[src/pft_pkg.sv]
// Package with the shared word types, constants and state codes of the Pareto front table.
package pft_pkg;

    typedef struct packed {
        logic [31:0] efficiency;
        logic [31:0] memory_bytes;
        logic [31:0] exec_time;
        logic [31:0] energy;
    } pft_in_t;

    typedef struct packed {
        logic        accepted;
        logic [31:0] new_score;
        logic        new_dominated;
        logic [6:0]  stored_count;
        logic [5:0]  best_index;
        logic [31:0] best_score;
        logic        best_dominated;
    } pft_out_t;

    // Dividend constants of the three reciprocal terms.
    localparam logic [47:0] MEM_NUM  = 48'd13107200000;
    localparam logic [47:0] TIME_NUM = 48'd20132659200;
    localparam logic [47:0] ENG_NUM  = 48'd4294967296;
    localparam logic [35:0] MEM_OFS  = 36'd1000000;
    localparam logic [35:0] TIME_OFS = 36'd1024000;
    localparam logic [35:0] ENG_OFS  = 36'd65536;

    // Reciprocal of 625/16 scaled by 2^42, split into its upper 5 and lower 32 bits.
    // The product with a 32-bit efficiency, shifted right by 42, is the exact floor.
    localparam logic [4:0]  EFF_RECIP_HI = 5'd26;
    localparam logic [31:0] EFF_RECIP_LO = 32'd920840989;

    typedef enum logic [3:0] {
        ST_IDLE,
        ST_EFF_MUL,
        ST_EFF_DIV,
        ST_DIV_START,
        ST_DIV_RUN,
        ST_SCAN_INIT,
        ST_SCAN_READ,
        ST_SCAN_CMP,
        ST_BEST_READ,
        ST_BEST_CMP,
        ST_OUT
    } pft_state_t;

    typedef struct packed {
        logic        start;
        logic [47:0] dividend;
        logic [35:0] divisor;
    } pft_div_req_t;

    // True when point b dominates point a.
    function automatic logic beats(input pft_in_t a, input pft_in_t b);
        logic all_ok;
        logic one_ok;
        begin
            all_ok = (b.efficiency >= a.efficiency) && (b.memory_bytes <= a.memory_bytes)
                && (b.exec_time <= a.exec_time) && (b.energy <= a.energy);
            one_ok = (b.efficiency > a.efficiency) || (b.memory_bytes < a.memory_bytes)
                || (b.exec_time < a.exec_time) || (b.energy < a.energy);
            return all_ok && one_ok;
        end
    endfunction

endpackage

[src/pft_divider.sv]
// Radix-2 restoring divider, one quotient bit per cycle, 48-bit dividend.
module pft_divider (
    input  logic                 clk,
    input  logic                 rst_n,
    input  pft_pkg::pft_div_req_t req,
    output logic                 done,
    output logic [47:0]          quotient
);
    import pft_pkg::*;

    logic [47:0] quot_reg;
    logic [36:0] rem_reg;
    logic [35:0] dvs_reg;
    logic [5:0]  cnt_reg;
    logic        busy_reg;
    logic        done_reg;
    logic [36:0] trial;
    logic [36:0] shifted;

    // Shift in the next dividend bit and try a subtract.
    always_comb
    begin
        shifted = {rem_reg[35:0], quot_reg[47]};
        trial   = shifted - {1'b0, dvs_reg};
    end

    // The done pulse is registered: it rises in the cycle after the last step, when the quotient is final.
    always_ff @(posedge clk or negedge rst_n)
    begin
        if (!rst_n)
        begin
            busy_reg <= 1'b0;
            cnt_reg  <= 6'd0;
            done_reg <= 1'b0;
        end
        else
        begin
            done_reg <= busy_reg && (cnt_reg == 6'd1) && !req.start;
            if (req.start)
            begin
                busy_reg <= 1'b1;
                cnt_reg  <= 6'd48;
            end
            else if (busy_reg)
            begin
                cnt_reg <= cnt_reg - 6'd1;
                if (cnt_reg == 6'd1)
                begin
                    busy_reg <= 1'b0;
                end
            end
        end
    end

    always_ff @(posedge clk)
    begin
        if (req.start)
        begin
            quot_reg <= req.dividend;
            rem_reg  <= 37'd0;
            dvs_reg  <= req.divisor;
        end
        else if (busy_reg)
        begin
            if (!trial[36])
            begin
                rem_reg  <= trial;
                quot_reg <= {quot_reg[46:0], 1'b1};
            end
            else
            begin
                rem_reg  <= shifted;
                quot_reg <= {quot_reg[46:0], 1'b0};
            end
        end
    end

    assign done     = done_reg;
    assign quotient = quot_reg;
endmodule

[config.mk]
export PLATFORM = sky130hd
export DESIGN_NAME = pft_divider
export DESIGN_NICKNAME = d
export VERILOG_FILES = /design/src/pft_pkg.sv /design/src/pft_divider.sv
export SDC_FILE = /design/constraint.sdc
export NUM_CORES = 1
export LEC_CHECK = 0
export BUFFER_PORTS_ARGS = -buffer_cell sky130_fd_sc_hd__buf_4
export CAP_MARGIN = 20
export CORE_UTILIZATION = 61
export DETAILED_ROUTE_END_ITERATION = 7
export PLACE_DENSITY_LB_ADDON = 0.2
export SETUP_SLACK_MARGIN = 0.15
export SYNTH_ARGS = -nofsm -noshare
export SYNTH_HDL_FRONTEND = slang
export SYNTH_SLANG_ARGS = --single-unit
[constraint.sdc]
create_clock -name clk -period 8.44 [get_ports clk]
set_clock_uncertainty 0.1 [all_clocks]
set_input_delay 0.422 -clock clk [delete_from_list [all_inputs] [get_ports clk]]
set_output_delay 0.422 -clock clk [all_outputs]
set_load 0.01 [all_outputs]
Word level (Yosys, flattened, before mapping)
Cells that the tools add are included.
Operators by class
  $add $sub $neg: 2
  $mul: 0
  div/mod/pow operators: 0
  $lt $le $gt $ge: 0
  eq/ne operators: 1
  shift operators: 0
  multiplexer cells: 9
  bitwise gates (word level): 0
  reduce and logical (&&, ||, !) cells: 4
Operator list (number)
  $mux 48: 2
  $sub 37x36->37: 1
  $mux 36: 1
  $mux 6: 2
  $eq 6x1->1 const B: 1
  $sub 6x1->6 const B: 1
  $mux 1: 4
  $logic_and 1x1->1: 2
  $reduce_bool 2->1: 1
  $logic_not 1->1: 1
Word-level totals
  register bits after elaboration: 128
  bits in latches: 0
  bits in writable memories: 0
  ROM bits: 0
  output and inout port bits: 49
  memories kept: 0

Depth between registers and ports, before layout
  depth after elaboration: 4
  mapped depth: 14
  mapped depth without buffers: 12

Worst setup path before layout
OpenSTA, ideal clock, no wires.
  path type: reg2reg
  from: register quot_reg[47], in the netlist quotient[47]
  to: register rem_reg[27]
  setup time: 88 ps
  arrival time: 2885 ps
  required time: 8252 ps
  path slack: 5367 ps
  stages on the path, launching flop included: 13
  buffers on the path: 0
  period minus slack after synthesis: 3073 ps
  cell sequence: edfxtp_1 > inv_1 > ha_1 > inv_1 > fa_1 > a211oi_2 > o211ai_2 > a21oi_4 > o211a_4 > o21a_4 > nand2_2 > or4_1 > a311oi_2
Between the ends
  cells in the longest elaborated chain, start to end: 2
RTL lines
  from (decl): line pft_divider.sv:11  | logic [47:0] quot_reg;
  from (signal assigned): line pft_divider.sv:59  | quot_reg <= req.dividend;
  from (signal assigned): line pft_divider.sv:68  | quot_reg <= {quot_reg[46:0], 1'b1};
  from (signal assigned): line pft_divider.sv:73  | quot_reg <= {quot_reg[46:0], 1'b0};
  $sub 37x36->37: line pft_divider.sv:24  | trial = shifted - {1'b0, dvs_reg};
  $mux 36: line pft_divider.sv:65  | if (!trial[36])
  to (signal assigned): line pft_divider.sv:67  | rem_reg <= trial;
  to (signal assigned): line pft_divider.sv:72  | rem_reg <= shifted;
  to (decl): line pft_divider.sv:12  | logic [36:0] rem_reg;
No other way between the ends.
A chain may end at the register's enable or synchronous reset.

Worst setup path in the final report
  from: register quot_reg[47], in the netlist quotient[47]
  to: register rem_reg[10]
The elaborated chain is that of the path after synthesis.

==> metrics.cfg <==
[run_status]
status=finished clean

[synth]
ys_seq_area_share_pct=45.4
ys.flop_type=edfxtp_1
avgSynthCellArea_sq_um=10.3
synth_edf_count=84
synthesis.nets=860
netlist_area_sq_um=7580
synth.distinct_cells=81
yosys-top-cells-area=edfxtp_1 (33%), dfxtp_1 (9.5%), mux2_2 (7.0%)
synth_most_common_cell=edfxtp_1
synthCells=734
yosysTopAreaCell=edfxtp_1
synth.top_cell.area_share_pct=33.3
ys_seq_elements=128
ys_warn_count=0
synth_commonest_cells=edfxtp_1 (84), nor2_1 (60), nand2_1 (59)
async_reset_ff_share_pct=6.25

[global_routing]
grt_pass1_wl_um=29700
grt_pass1_vias=6129
grt.overflow.total=0
grt_use_total_pct=29.7
grt_max_degree=80
antenna_found_initial=0

[finish]
area.growth.synth_to_final_pct=22.1
num-fill-cells=813
n_antenna_cell=0
final_net_count=983
largest_reg_flops=48
stdcell_area_sq_um=9260
drive_gt1_share_pct=27.9

[clock_tree]
cts_buffer_depth=2
clock_latency_ns=0.44
cts_tree=yes
cts_resized=0
cts_buffers=17
postCtsSetupBuffers=0
cts-root-buf=clkbuf_16
clk_pin_slew_worst_paths_ns=0.06
cts_sinks=128
hold_buffers=1
h-tree-depth=4

[setup_path]
critPathCaptureType=register
cp.arrival_ns=3.91
reg2regPathDepth=12
critPathLaunch=quotient[47]
timing.rr.start=quotient[47]
worst-path-max-fanout=32
cp.required_ns=8.66
start_kind=register
crit_type=reg -> reg

[min_path]
worstHoldPathType=in -> reg
hold_start=req[5]
hold_depth=1

[sta]
fmax_mhz=271
fin_setup_tns_ns=0
tightest_slew_ns=1.01
finalSetupViolCount=0
maxSlewHeadroom_pct=32.7
whs_ns=0.0594
rsz0062_at_grt=false
finalCriticalPeriod_ns=3.69
hold_violations=0
drv_slew=0
fin_crit_sh_pct=43.7

[drt]
wl_per_cell_um=17.8
num_vias=6218
drt_wl_total_um=18500
drc=0
viasPerCell=5.99
postRouteAntennaNets=0
drtIter0Drc=672
first_pass_iters=5

[floorplanning]
start_util_pct=62.8
die_area_sq_um=12900
die_h_um=113
ios=136
num_rows=40
die_w_um=113
coreArea_sq_um=12100

[power]
leakage_nw=3.88
intPower_mw=1.66
peakVddDrop_uv=186
pwr-share-comb_pct=38.7
powerDensity_nw_per_um2=284
clock_power_share_pct=28.3
p_sw_share_pct=36.8
p_total_mw=2.62
power.switching_mw=0.966
pwr-share-seq_pct=33.0

[placed_design]
dpl.hpwl_um=12300
port_buffers=135
routabilityCongestion=0.914
placed_cell_area_sq_um=8660

[run]
cap_viol_max_count=0

critical path, cell delays in order (launching register included):
cell,delay [ns]
edfxtp_1,0.39
inv_1,0.09
ha_1,0.17
inv_1,0.06
fa_1,0.43
a211oi_2,0.30
o211ai_2,0.17
a21oi_4,0.22
o211a_4,0.22
o21a_4,0.17
and2_2,0.75
mux2i_1,0.17
a211oi_1,0.32
metal layers:
layer	global-route usage, %	wire length (um)	vias to the layer above
li1	-	-	2960
met1	35.9	7610	2951
met2	49.5	8910	268
met3	9.03	1510	39
met4	11.8	419	0
met5	0	0	-
power groups by stage:
| stage | clock network, mW | logic, mW | registers [mW] |
|---|---|---|---|
| after floorplan | 0 | 0.760 | 0.863 |
| after global placement | 0 | 0.958 | 0.867 |
| after detailed placement | 0 | 0.989 | 0.871 |
| after CTS | 0.747 | 1.00 | 0.865 |
| after global routing | 0.774 | 1.11 | 0.880 |
| final | 0.742 | 1.02 | 0.867 |
path summary, 6_finish.rpt:
| check | end | slack [ns] |
|---|---|---|
| setup / recovery | rem_reg[10] | 4.75 |
| hold / removal | dvs_reg[5] | 0.06 |
| setup reg to reg | rem_reg[10] | 4.75 |
| hold reg to reg | rem_reg[13] | 0.40 |
| max in group asynchronous | busy_reg | 7.86 |
| min in group asynchronous | cnt_reg[0] | 0.24 |
kinds of logic (layout without fill, tap and decap cells):
kind of cell	after synthesis	after routing	share of synthesized area (%)
XOR/XNOR	28	28	3.24
buffers and inverters	87	223	4.79
flip-flops	128	128	45.4
AO/OA/AOI/OAI	186	186	17.5
multiplexers	65	65	9.36
adder cells (fa/ha/maj)	39	39	6.54
AND/OR/NAND/NOR	201	201	13.1
per-stage QoR:
step / std cells / util, % / setup slack [ns]
finish: 1038 / 76.7 / 4.75
global route: 1038 / 76.7 / 4.50
CTS: 1038 / 76.7 / 4.76
detailed placement: 1005 / 71.8 / 4.80
global placement: 1005 / 71.8 / 4.95
floorplan: 734 / - / 5.37
layout make-up:
class	instances	area, sq um	area share (%)
inverter	53	199	2.15
timing repair buffer	138	1040	11.2
multi-input combinational	519	3770	40.8
sequential	128	3440	37.2
clock inverter	12	133	1.43
tap	168	210	2.27
clock buffer	20	457	4.93
layout by cell type, fill, tap and decap left out, drive strengths merged, types with 8 or more instances in the layout:
cell type	Yosys	layout
buf	16	137
edfxtp	84	84
nor2	60	60
nand2	60	60
inv	53	56
a21oi	48	48
mux2	47	47
ha	38	38
dfxtp	36	36
o21ai	32	32
a211oi	22	22
clkbuf	18	20
xnor2	19	19
mux2i	18	18
a21o	15	15
nand3	14	14
a311oi	14	14
nand4	12	12
nor3	11	11
xor2	9	9
o211ai	8	8
dfrtp	8	8
Note: power is estimated with default switching activity, not from simulation.
